==> config.mk <==
export PLATFORM = sky130hd
export DESIGN_NAME = joystick_sector_relay_decoder
export DESIGN_NICKNAME = d
export VERILOG_FILES = /design/src/sv/jsrd_pkg.sv /design/src/sv/joystick_sector_relay_decoder.sv /design/src/sv/jsrd_cfg.sv /design/src/sv/jsrd_in_stage.sv /design/src/sv/jsrd_core.sv /design/src/sv/jsrd_out_stage.sv
export VERILOG_INCLUDE_DIRS = /design/src /design/src/sv
export SDC_FILE = /design/constraint.sdc
export NUM_CORES = 1
export LEC_CHECK = 0
export ABC_AREA = 1
export ABC_CLOCK_PERIOD_IN_PS = 12250
export BUFFER_PORTS_ARGS = -buffer_cell sky130_fd_sc_hd__buf_2
export CAP_MARGIN = 40
export CORE_ASPECT_RATIO = 0.75
export CORE_UTILIZATION = 40
export CTS_BUF_LIST = sky130_fd_sc_hd__clkbuf_4
export CTS_CLUSTER_DIAMETER = 50
export CTS_CLUSTER_SIZE = 14
export DETAILED_ROUTE_END_ITERATION = 12
export SYNTH_ARGS = -nofsm -noshare
export SYNTH_HDL_FRONTEND = slang
export SYNTH_SLANG_ARGS = --single-unit
==> constraint.sdc <==
create_clock -name clk -period 12.25 [get_ports clk]
set_input_delay 0.6125 -clock clk [delete_from_list [all_inputs] [get_ports clk]]
set_output_delay 0.6125 -clock clk [all_outputs]
set_load 0.01 [all_outputs]
==> src/sv/joystick_sector_relay_decoder_assert.svh <==
// Assertion macros for the joystick sector relay decoder.
// Each macro expects a clock named clk and a reset named rst in scope.
`ifndef JOYSTICK_SECTOR_RELAY_DECODER_ASSERT_SVH
`define JOYSTICK_SECTOR_RELAY_DECODER_ASSERT_SVH

// Same-cycle implication, checked outside reset.
`define JSRD_ASSERT_IMPLY(label, ante, cons) \
  label: assert property (@(posedge clk) disable iff (rst) (ante) |-> (cons)) \
    else $error("jsrd same-cycle check failed");

// Next-cycle implication, checked outside reset.
`define JSRD_ASSERT_NEXT(label, ante, cons) \
  label: assert property (@(posedge clk) disable iff (rst) (ante) |=> (cons)) \
    else $error("jsrd next-cycle check failed");

`endif

==> src/sv/jsrd_pkg.sv <==
// Shared types and constants of the joystick sector relay decoder.
// Used by every module of the block; depends on nothing else.
package jsrd_pkg;

  // Sector and relay geometry.
  localparam int SECTOR_COUNT = 12;
  localparam int RELAY_COUNT  = 6;
  localparam int SECTOR_W     = 4;
  localparam int PATTERN_W    = 6;

  // Configuration port sizing.
  localparam int PADDR_W = 4;
  localparam int PDATA_W = 32;

  // Register indexes (paddr[3:2]).
  localparam logic [1:0] REG_CENTER = 2'd0;
  localparam logic [1:0] REG_ENTER  = 2'd1;
  localparam logic [1:0] REG_EXIT   = 2'd2;

  // Register reset values.
  localparam logic [7:0] CENTER_RESET = 8'd127;
  localparam logic [7:0] ENTER_RESET  = 8'd60;
  localparam logic [7:0] EXIT_RESET   = 8'd40;

  // Sectors with a fixed meaning.
  localparam logic [SECTOR_W-1:0] SECTOR_REST = SECTOR_W'(SECTOR_COUNT / 2);
  localparam logic [SECTOR_W-1:0] SECTOR_LAST = SECTOR_W'(SECTOR_COUNT - 1);

  // Relay pattern for each sector, and the mask of relays that exist.
  localparam logic [7:0] RELAY_TABLE [SECTOR_COUNT] = '{
    8'h08, 8'h18, 8'h10, 8'h30, 8'h20, 8'h21,
    8'h01, 8'h03, 8'h02, 8'h06, 8'h04, 8'h0C
  };
  localparam logic [7:0] RELAY_MASK = 8'((1 << RELAY_COUNT) - 1);

  // One input beat.
  typedef struct packed {
    logic [7:0] axis_x;
    logic [7:0] axis_y;
  } in_beat_t;

  // One result beat.
  typedef struct packed {
    logic [PATTERN_W-1:0] relay_pattern;
    logic                 is_active;
    logic [SECTOR_W-1:0]  sector;
  } out_beat_t;

  // Configuration register contents.
  typedef struct packed {
    logic [7:0] center_value;
    logic [7:0] enter_threshold;
    logic [7:0] exit_threshold;
  } cfg_t;

endpackage

==> src/sv/joystick_sector_relay_decoder.sv <==
// Top level of the joystick sector relay decoder.
// Instantiates jsrd_cfg, jsrd_in_stage, jsrd_core and jsrd_out_stage;
// uses jsrd_pkg and the assertion macros in joystick_sector_relay_decoder_assert.svh.
//
// Usage:
//   Input channel in_valid / in_stall / in_data carries one joystick sample
//   (axis_x, axis_y) per beat. Output channel out_valid / out_stall / out_data
//   returns exactly one beat per sample: relay_pattern, is_active and sector.
//   The APB-style port writes center_value (0x0), enter_threshold (0x4) and
//   exit_threshold (0x8); write only while no sample is in flight.
// Timing:
//   A sample accepted into the input register is decoded combinationally;
//   its result is loaded into the output register, raising out_valid, as soon
//   as that register is free. One sample per cycle is sustained while out_stall
//   is low; the hysteresis flag update in the result register sets that pace.
// Reset:
//   rst (synchronous, active high) empties both registers, clears the
//   hysteresis flag and restores the register defaults 127, 60 and 40.
// Stall:
//   While out_stall holds a result, one further sample is still taken into
//   the input register; after that in_stall rises until the result moves on.
`include "joystick_sector_relay_decoder_assert.svh"

module joystick_sector_relay_decoder import jsrd_pkg::*; (
  input  logic               clk,
  input  logic               rst,
  input  logic               in_valid,
  output logic               in_stall,
  input  in_beat_t           in_data,
  output logic               out_valid,
  input  logic               out_stall,
  output out_beat_t          out_data,
  input  logic               psel,
  input  logic               penable,
  input  logic               pwrite,
  input  logic [PADDR_W-1:0] paddr,
  input  logic [PDATA_W-1:0] pwdata,
  output logic [PDATA_W-1:0] prdata,
  output logic               pready
);

  cfg_t      cfg;
  logic      advance;
  logic      held_valid;
  in_beat_t  held_data;
  out_beat_t result;
  logic      active_flag;
  logic      out_quiet;
  logic      out_named;

  // Configuration registers.
  jsrd_cfg u_cfg (
    .clk     (clk),
    .rst     (rst),
    .psel    (psel),
    .penable (penable),
    .pwrite  (pwrite),
    .paddr   (paddr),
    .pwdata  (pwdata),
    .prdata  (prdata),
    .pready  (pready),
    .cfg     (cfg)
  );

  // Input register.
  jsrd_in_stage u_in_stage (
    .clk        (clk),
    .rst        (rst),
    .in_valid   (in_valid),
    .in_stall   (in_stall),
    .in_data    (in_data),
    .advance    (advance),
    .held_valid (held_valid),
    .held_data  (held_data)
  );

  // Combinational decode.
  jsrd_core u_core (
    .sample      (held_data),
    .cfg         (cfg),
    .active_flag (active_flag),
    .result      (result)
  );

  // Result register and hysteresis flag.
  jsrd_out_stage u_out_stage (
    .clk         (clk),
    .rst         (rst),
    .held_valid  (held_valid),
    .result      (result),
    .advance     (advance),
    .active_flag (active_flag),
    .out_valid   (out_valid),
    .out_stall   (out_stall),
    .out_data    (out_data)
  );

  // Shape of the shown result beat, for the checks below.
  assign out_quiet = out_data.relay_pattern == '0 && out_data.sector == '0;
  assign out_named = out_data.sector <= SECTOR_LAST &&
                     ($countones(out_data.relay_pattern) == 1 ||
                      $countones(out_data.relay_pattern) == 2);

  // An inactive result carries no sector and drives no relay.
  `JSRD_ASSERT_IMPLY(a_inactive_quiet, out_valid && !out_data.is_active, out_quiet)

  // An active result names a real sector and drives one or two neighboring relays.
  `JSRD_ASSERT_IMPLY(a_active_pattern, out_valid && out_data.is_active, out_named)

  // The shown result always agrees with the stored hysteresis flag.
  `JSRD_ASSERT_IMPLY(a_flag_matches, out_valid, out_data.is_active == active_flag)

  // A held sample with a free result register is moved on at the next edge.
  `JSRD_ASSERT_NEXT(a_in_drains, held_valid && !out_valid, out_valid)

endmodule

==> src/sv/jsrd_cfg.sv <==
// APB-style configuration registers of the joystick sector relay decoder.
// Depends on jsrd_pkg for register indexes, reset values and cfg_t.
module jsrd_cfg import jsrd_pkg::*; (
  input  logic               clk,
  input  logic               rst,
  input  logic               psel,
  input  logic               penable,
  input  logic               pwrite,
  input  logic [PADDR_W-1:0] paddr,
  input  logic [PDATA_W-1:0] pwdata,
  output logic [PDATA_W-1:0] prdata,
  output logic               pready,
  output cfg_t               cfg
);

  logic       wr_en;
  logic [1:0] reg_idx;

  assign pready  = 1'b1;
  assign wr_en   = psel && penable && pwrite;
  assign reg_idx = paddr[PADDR_W-1:2];

  // Register writes; an index beyond the list is ignored.
  always_ff @(posedge clk) begin
    if (rst) begin
      cfg.center_value    <= CENTER_RESET;
      cfg.enter_threshold <= ENTER_RESET;
      cfg.exit_threshold  <= EXIT_RESET;
    end else if (wr_en) begin
      case (reg_idx)
        REG_CENTER: cfg.center_value    <= pwdata[7:0];
        REG_ENTER:  cfg.enter_threshold <= pwdata[7:0];
        REG_EXIT:   cfg.exit_threshold  <= pwdata[7:0];
        default: ;
      endcase
    end
  end

  // Read data, zero extended.
  always_comb begin
    case (reg_idx)
      REG_CENTER: prdata = PDATA_W'(cfg.center_value);
      REG_ENTER:  prdata = PDATA_W'(cfg.enter_threshold);
      REG_EXIT:   prdata = PDATA_W'(cfg.exit_threshold);
      default:    prdata = '0;
    endcase
  end

endmodule

==> src/sv/jsrd_in_stage.sv <==
// Input register of the joystick sector relay decoder.
// Holds one accepted beat until the result stage takes it; uses jsrd_pkg.
module jsrd_in_stage import jsrd_pkg::*; (
  input  logic     clk,
  input  logic     rst,
  input  logic     in_valid,
  output logic     in_stall,
  input  in_beat_t in_data,
  input  logic     advance,
  output logic     held_valid,
  output in_beat_t held_data
);

  logic take;

  // The register frees up when empty or when the result stage loads it.
  assign take     = !held_valid || advance;
  assign in_stall = !take;

  always_ff @(posedge clk) begin
    if (rst) begin
      held_valid <= 1'b0;
    end else if (take) begin
      held_valid <= in_valid;
    end
  end

  always_ff @(posedge clk) begin
    if (take && in_valid) begin
      held_data <= in_data;
    end
  end

endmodule

==> src/sv/jsrd_core.sv <==
// Combinational decode of one sample: distance hysteresis and sector lookup.
// Depends on jsrd_pkg for the relay table, sector constants and beat types.
module jsrd_core import jsrd_pkg::*; (
  input  in_beat_t  sample,
  input  cfg_t      cfg,
  input  logic      active_flag,
  output out_beat_t result
);

  logic signed [8:0]  dx, dy;
  logic [7:0]         ax, ay;
  logic [15:0]        dx_sq, dy_sq;
  logic [16:0]        dist_sq;
  logic [8:0]         enter_p1;
  logic [16:0]        enter_sq;
  logic [15:0]        exit_sq;
  logic               active_next;
  logic [1:0]         quad;
  logic [15:0]        uu, vv;
  logic [17:0]        uu3, vv3;
  logic [1:0]         third;
  logic [SECTOR_W-1:0] sector_raw;
  logic [SECTOR_W-1:0] sector;

  // Offsets from the center and their magnitudes.
  assign dx = $signed({1'b0, sample.axis_x}) - $signed({1'b0, cfg.center_value});
  assign dy = $signed({1'b0, sample.axis_y}) - $signed({1'b0, cfg.center_value});
  assign ax = dx[8] ? 8'(-dx) : dx[7:0];
  assign ay = dy[8] ? 8'(-dy) : dy[7:0];

  // Squared distance against squared thresholds.
  assign dx_sq    = 16'(ax) * 16'(ax);
  assign dy_sq    = 16'(ay) * 16'(ay);
  assign dist_sq  = 17'(dx_sq) + 17'(dy_sq);
  assign enter_p1 = {1'b0, cfg.enter_threshold} + 9'd1;
  assign enter_sq = 17'(enter_p1) * 17'(enter_p1);
  assign exit_sq  = 16'(cfg.exit_threshold) * 16'(cfg.exit_threshold);

  // Hysteresis: enter above the enter threshold, leave below the exit one.
  always_comb begin
    if (!active_flag) begin
      active_next = (dist_sq >= enter_sq);
    end else begin
      active_next = !(dist_sq < 17'(exit_sq));
    end
  end

  // Quadrant of the reversed vector, measured clockwise from +y.
  // The squares of the two in-quadrant coordinates are the axis squares.
  always_comb begin
    if (dx <= 0 && dy < 0) begin
      quad = 2'd0;
      uu   = dx_sq;
      vv   = dy_sq;
    end else if (dx < 0) begin
      quad = 2'd1;
      uu   = dy_sq;
      vv   = dx_sq;
    end else if (dy > 0) begin
      quad = 2'd2;
      uu   = dx_sq;
      vv   = dy_sq;
    end else begin
      quad = 2'd3;
      uu   = dy_sq;
      vv   = dx_sq;
    end
  end

  // Which 30 degree third of the quadrant: tan 30 and tan 60 tests.
  assign uu3 = {1'b0, uu, 1'b0} + 18'(uu);
  assign vv3 = {1'b0, vv, 1'b0} + 18'(vv);

  always_comb begin
    if (uu3 < 18'(vv)) begin
      third = 2'd0;
    end else if (18'(uu) < vv3) begin
      third = 2'd1;
    end else begin
      third = 2'd2;
    end
  end

  assign sector_raw = SECTOR_W'({quad, 1'b0}) + SECTOR_W'(quad) + SECTOR_W'(third);

  // No deflection reads as straight up; straight down clamps to the last sector.
  always_comb begin
    if (dx == 0 && dy == 0) begin
      sector = SECTOR_REST;
    end else if (dx == 0 && dy < 0) begin
      sector = SECTOR_LAST;
    end else if (sector_raw > SECTOR_LAST) begin
      sector = SECTOR_LAST;
    end else begin
      sector = sector_raw;
    end
  end

  // Result fields; everything is zero while inactive.
  always_comb begin
    result.is_active = active_next;
    if (active_next) begin
      result.sector        = sector;
      result.relay_pattern = PATTERN_W'(RELAY_TABLE[sector] & RELAY_MASK);
    end else begin
      result.sector        = '0;
      result.relay_pattern = '0;
    end
  end

endmodule

==> src/sv/jsrd_out_stage.sv <==
// Result register and hysteresis state of the joystick sector relay decoder.
// Depends on jsrd_pkg for out_beat_t.
module jsrd_out_stage import jsrd_pkg::*; (
  input  logic      clk,
  input  logic      rst,
  input  logic      held_valid,
  input  out_beat_t result,
  output logic      advance,
  output logic      active_flag,
  output logic      out_valid,
  input  logic      out_stall,
  output out_beat_t out_data
);

  logic load;

  // The result register moves when empty or when its beat is taken.
  assign advance = !out_valid || !out_stall;
  assign load    = advance && held_valid;

  always_ff @(posedge clk) begin
    if (rst) begin
      out_valid   <= 1'b0;
      active_flag <= 1'b0;
    end else begin
      if (advance) begin
        out_valid <= held_valid;
      end
      if (load) begin
        active_flag <= result.is_active;
      end
    end
  end

  always_ff @(posedge clk) begin
    if (load) begin
      out_data <= result;
    end
  end

endmodule
==> results of run 1 <==
worst max-delay path, delay by kind of cell (launching register included):
kind / cells / cell delay, ps
AND/OR/NAND/NOR: 17 / 2100
flip-flops: 1 / 470
XOR/XNOR: 4 / 780
AO/OA/AOI/OAI: 9 / 2210
adder cells (fa/ha/maj): 12 / 4560
buffers and inverters: 10 / 920
cell usage in the layout, fill, tap and decap left out, drive strengths merged, types with 2 or more instances in the layout:
cell type and n:
buf 57, clkinv 2, and2 2, dfxtp 27, o21bai 15, or2 3
nand2 384, a21oi 110, nand3b 4, xor2 63, conb 30, a211oi 6
edfxtp 27, o21ai 69, fa 116, xnor2 39, nor3 31, ha 239
o2111ai 3, nor2 163, o221ai 9, a31oi 8, nand4 8, clkbuf 5
nand3 86, a21o 10, o211ai 13, inv 421
path summary, 6_finish.rpt:
kind,start,endpoint,slack [ps],cells after the start
worst max-delay path,u_cfg.cfg[16]$_SDFFE_PP1P_,u_out_stage.out_data[6]$_SDFFCE_PP0P_,960,52
worst min-delay path,rst,u_out_stage.out_valid$_SDFFE_PP0P_,370,2
worst max register to register,u_cfg.cfg[16]$_SDFFE_PP1P_,u_out_stage.out_data[6]$_SDFFCE_PP0P_,960,52
worst min register to register,u_in_stage.held_valid$_SDFFE_PP0N_,u_out_stage.out_valid$_SDFFE_PP0P_,470,2
area by class of cell:
| cell class | count | area share [%] |
|---|---|---|
| Inverter | 422 | 10.8 |
| Clock buffer | 5 | 0.257 |
| Sequential cell | 54 | 9.25 |
| Clock inverter | 3 | 0.300 |
| Tap cell | 450 | 3.85 |
| Timing Repair Buffer | 57 | 2.02 |
| Multi-Input combinational cell | 1423 | 73.5 |
layer usage:
layer  global-route usage [%]  part of all wire, %  up-vias  wire [microns]
met1                     30.3                   53     5517           17900
met4                     3.33                  1.5        0             493
li1                         -                    -     6102               -
met5                        0                    0        -               0
met2                     29.3                   41      266           13700
met3                     1.60                  4.2       31            1420
metrics by stage:
step / hold slack [ps] / setup slack [ps] / util (%) / cell area [sq um]
finish: 366 / 956 / 43.2 / 14600
global route: 346 / 68.0 / 43.2 / 14600
CTS: 344 / 738 / 43.2 / 14600
detailed placement: 475 / 778 / 42.9 / 14500
global placement: 471 / 975 / 42.9 / 14500
floorplan: 450 / 2570 / - / 14000
cells by family after synthesis:
group | count (synthesis) | synth area share [%]
mux | 1 | 0.0813
xor+xnor | 102 | 6.50
simple gates | 685 | 21.1
other cells | 2 | 0.0542
buf+inv | 471 | 13.6
compound gates | 250 | 10.6
flops | 54 | 9.75
fa+ha+maj | 355 | 38.3
timing repair:
item | CTS | global route
hold endpoints to repair | 0 | 0
resized for setup | 0 | 5
setup endpoints to repair | 0 | 6
flip-flops by register name, summed over array words and instances (netlist names):
signal / count
u_out_stage.out_data: 11
u_out_stage.active_flag: 1
u_in_stage.held_valid: 1
u_out_stage.out_valid: 1
u_in_stage.held_data: 16
u_cfg.cfg: 24
==> metrics, run 1 <==
minimum clock period=11290 ps; top cells by area, synth=ha_1 22%, fa_1 17%, inv_1 11%; HP Class=in2reg; Final Hold Fails=0; non-filler cells in the finished layout=2414; RSZ-0062 raised after global routing=false; Initial Util=41.0%; HPWL Detailed=29800 microns; drt drc=0; fin crit share=92.2%; most common cell in the netlist=inv_1; Clk Latency, worst-skew pair=410 ps; Crit path top cell by count=inv_1; first-pass GRT wire length=55900 microns; die area=35400 sq um; post-synth top area share=21.6%; ys async rst share=0%; fillers=3512; Critical-path top delay cell=fa_1; vias in the first global route=11200; Worst Skew=15.7 ps; Max clock buf depth=2; die span in x=217 microns; CP Launch Type=flop; Clock transition at path regs=160 ps; wire per inst=13.9 microns; ant diodes=0; CTS tree=yes; ys flop type=edfxtp_1; Crit. End Element=flop; status=finished, final reports clean; postcts setup bufs=0; largest driver fanout on the critical path=8; register area share after synthesis=9.75%; placed cells=2406; # setup viols final=0; antenna-violating nets left=0; routability cong.=0.911; EDFF count, synth=27; CTS buffer count=5; layout cells sized above 1=6.26%; Layout area overhead=5.48%; FF+latch count, synth=54; total track usage=19.5%; Yosys Warn Count=0; hold bufs inserted after CTS=0; largest net degree at the start of global routing=57; CP Data Required Time=12420 ps; fmax=88.5 MHz; Post-layout nets=2377; Yosys top cell by area=ha_1; FF/Latch Area=1350 sq um; Ports=105; 1st-pass router iterations=7; Max-Cap Viols=0; Slew @ Worst Pin=848 ps; First DRT Iteration DRCs=811; Syn Std Cell Area=13900 sq um; H-tree levels=2; Root Buffer=clkbuf_4; Worst path max stage delay=560 ps; clk sink count=54; Synth Instances=1920; Cell variety after synth=55; Crit path arrival time=11470 ps; PortBufs=53; Worst Setup Path Type=reg2reg; fin. max-slew vios=0; max_slew headroom=42.8%; global route total overflow=0; initial antenna violation count=0; multi-input logic area=10700 sq um; core area=33800 sq um; routed via count=11900; Via density=4.94; # rows=58; top cell types by occurrence after synthesis=416 x inv_1, 358 x nand2_1, 239 x ha_1, 158 x nor2_1, 116 x fa_1; die height=163 microns; setup TNS=0 ps; routed wire length=33600 microns; syn avg cell area=7.22 sq um
Power of run 1 is not shown: default switching activity piles up to over one toggle a cycle in this logic, so the estimate is an artifact.
==> run 2: changes to the inputs <==
Settings changed: ABC_AREA 1 to unset.
==> run 2 against run 1 <==
  * Non-clock buffer count grew 24
  * First-iteration DRC count is 26% lower
  * Routed wire length down 3.6%
  * Via count fell by 7.7%
  * Sequential share of layout area about the same
  * Critical endpoint is now u_out_stage.out_data[7]$_SDFFCE_PP0P_
  * Largest cell class unchanged
==> metrics, run 2 <==
status=finished, final reports clean; Worst Setup Path Type=reg2reg; RSZ-0062 raised after global routing=false; Slew @ Worst Pin=866 ps (+17.7 ps); Synth Area in Simple Gates=14.5% (-6.6 points); CTS buffer count=5 (unchanged); clk sink count=54 (unchanged); drt drc=0 (unchanged); CP Launch Type=flop; max FFs per register=24 (unchanged); wire per inst=15.2 microns (+9.5%); routed wire length=32400 microns (-3.6%); post-synth top area share=21.8% (+0.25 points); First DRT Iteration DRCs=601 (-26%); combinational family with the most area after synthesis=adder cells; Post-Synth Adder-Cell Area=39.1% (+0.73 points); H-tree levels=2 (unchanged); CTS tree=yes; DR WL met2=13500 microns (-1.6%); most common cell after layout, fill and taps aside=inv_1; Yosys top cell by area=ha_1; Initial Util=40.8% (-0.20 points); top cells by area, synth=ha_1 22%, fa_1 17%, inv_1 6.7%; die span in x=216 microns (-0.56%); routability cong.=0.894 (-1.9%); minimum clock period=11570 ps (+280 ps); Layout area overhead=7.11%; Via density=5.18 (+4.9%); Ports=105 (unchanged); ys async rst share=0% (unchanged); Root Buffer=clkbuf_4; Largest regs=u_cfg.cfg: 24 flops, u_in_stage.held_data: 16 flops, u_out_stage.out_data: 11 flops; Final Hold Fails=0 (unchanged); Clock transition at path regs=160 ps (about the same); syn avg cell area=8.49 sq um (+18%); final instance area=14700 sq um (+0.39%); die area=35000 sq um (-1.1%); setup TNS=0 ps (unchanged); ant diodes=0 (unchanged); # rows=58 (unchanged); Syn Std Cell Area=13700 sq um (-1.1%); hold_sp=in_data[11]; top cell types by occurrence after synthesis=243 x inv_1, 239 x ha_1, 151 x nor2_1, 116 x fa_1, 90 x nand2_1; Crit path arrival time=11730 ps (+260 ps); wl on met1=17200 microns (-4.2%); Crit. End Element=flop; FF+latch count, synth=54 (unchanged); Critical-path top delay cell=fa_1; placed cells=2114 (-12%); Max clock buf depth=2 (unchanged); first-pass GRT wire length=53400 microns (-4.5%); routed via count=11000 (-7.7%); DR top layer=met4; Synth Area in Compound Gates=14.9% (+4.3 points); HPWL Detailed=28300 microns (-4.9%); met3 wire len=1430 microns (+0.63%); total track usage=18.7% (-0.82 points); Yosys Warn Count=0 (unchanged); Post-layout nets=2088 (-12%); vias in the first global route=10600 (-5.0%); worst r2r src=u_in_stage.held_data[0]$_DFFE_PP_; fillers=3391 (-3.4%); Worst Skew=15.5 ps (-0.139 ps); EDFF count, synth=27 (unchanged); crit path from=u_in_stage.held_data[0]$_DFFE_PP_; post-synthesis xor/xnor area fraction=8.42% (+1.9 points); Synth Instances=1613 (-16%); antenna-violating nets left=0 (unchanged); largest net degree at the start of global routing=28 (-51%); placed cell area=14500 sq um (-0.10%); # setup viols final=0 (unchanged); fin crit share=94.5% (+2.3 points); non-filler cells in the finished layout=2125 (-12%); most common cell in the netlist=inv_1; core area=33600 sq um (-0.64%); Cell variety after synth=92 (+67%); register area share after synthesis=9.86% (+0.11 points); global route total overflow=0 (unchanged); CP Data Required Time=12400 ps (-20 ps); Clk Latency, worst-skew pair=390 ps (-20 ps); HP Class=in2reg; initial antenna violation count=0 (unchanged); layout cells sized above 1=9.73% (+3.5 points); most flop-heavy register=u_cfg.cfg; multiplexer share of the synthesized area=4.15% (+4.1 points); 1st-pass router iterations=5 (-2); fin. max-slew vios=0 (unchanged); fmax=86.4 MHz (-2.4%); ys flop type=edfxtp_1; Worst path max stage delay=550 ps (about the same); die height=162 microns (-0.56%); Max-Cap Viols=0 (unchanged); largest driver fanout on the critical path=8 (unchanged); max_slew headroom=42.1% (-0.78 points); PortBufs=53 (unchanged); most frequent cells in the layout=243 x inv_1, 239 x ha_1, 150 x nor2_1, 115 x fa_1, 90 x nand2_1
-- run 2: cell count changes after synthesis, moves of 32 or more --
cell     change
a21o_1      +33
inv_1      -173
mux2i_1     +32
nand2_1    -268
nand3_1     -64
xnor2_1     +46
-- run 2: cell families (layout without fill, tap and decap cells) --
| family | Yosys count | in the layout |
|---|---|---|
| buffers and inverters | 299 | 333 |
| other | 2 | 30 |
| multiplexers | 54 | 54 |
| adder cells (fa/ha/maj) | 359 | 359 |
| flip-flops | 54 | 54 |
| AND/OR/NAND/NOR | 413 | 413 |
| AO/OA/AOI/OAI | 302 | 302 |
| XOR/XNOR | 130 | 130 |
-- run 2: worst max-delay path, delay by kind of cell, from the launching register on --
kind	cells	cell delay, ps
DFF	1	390
AOI/OAI and AO/OA	12	2040
and+or+nand+nor	9	2320
xor gates and xnor gates	2	370
buffers and inverters	8	670
adders and majority gates	13	5310
muxes	1	230
-- run 2: layout make-up --
type | instances | area, sq um | share of cell area, %
flip-flops and latches | 54 | 1350 | 9.22
well taps | 450 | 563 | 3.84
inverters | 244 | 916 | 6.24
repair buffers | 81 | 473 | 3.22
multi-input cells | 1288 | 11300 | 76.9
clock inverters | 3 | 42.5 | 0.290
clock buffers | 5 | 37.5 | 0.256
-- run 2: final timing paths --
check	endpoint	cells after the start	slack, ps
setup / recovery	u_out_stage.out_data[7]$_SDFFCE_PP0P_	45	680
hold / removal	u_in_stage.held_data[11]$_DFFE_PP_	1	380
setup reg to reg	u_out_stage.out_data[7]$_SDFFCE_PP0P_	45	680
hold reg to reg	u_out_stage.out_valid$_SDFFE_PP0P_	2	500
-- run 2: repair_timing --
item,4_1_cts,5_1_grt
endpoints found under the setup margin,0,10
hold buffers,0,0
resized for setup,0,14
setup buffers,0,3
-- run 2: stage by stage --
step                hold WS, ps  worst slack [ps]  util [%]
finish                      383               676      43.7
global route                349              5.12      43.7
CTS                         362               371      43.4
detailed placement          482               416      43.2
global placement            466               513      43.1
floorplan                   444              1480         -
-- run 2: per-layer routing --
metal	vias to the layer above	track usage (%)
li1	5535	-
met1	5266	28.9
met2	190	28.6
met3	13	1.80
met4	0	1.90
met5	-	0
Power of run 2 is left out for the same reason.
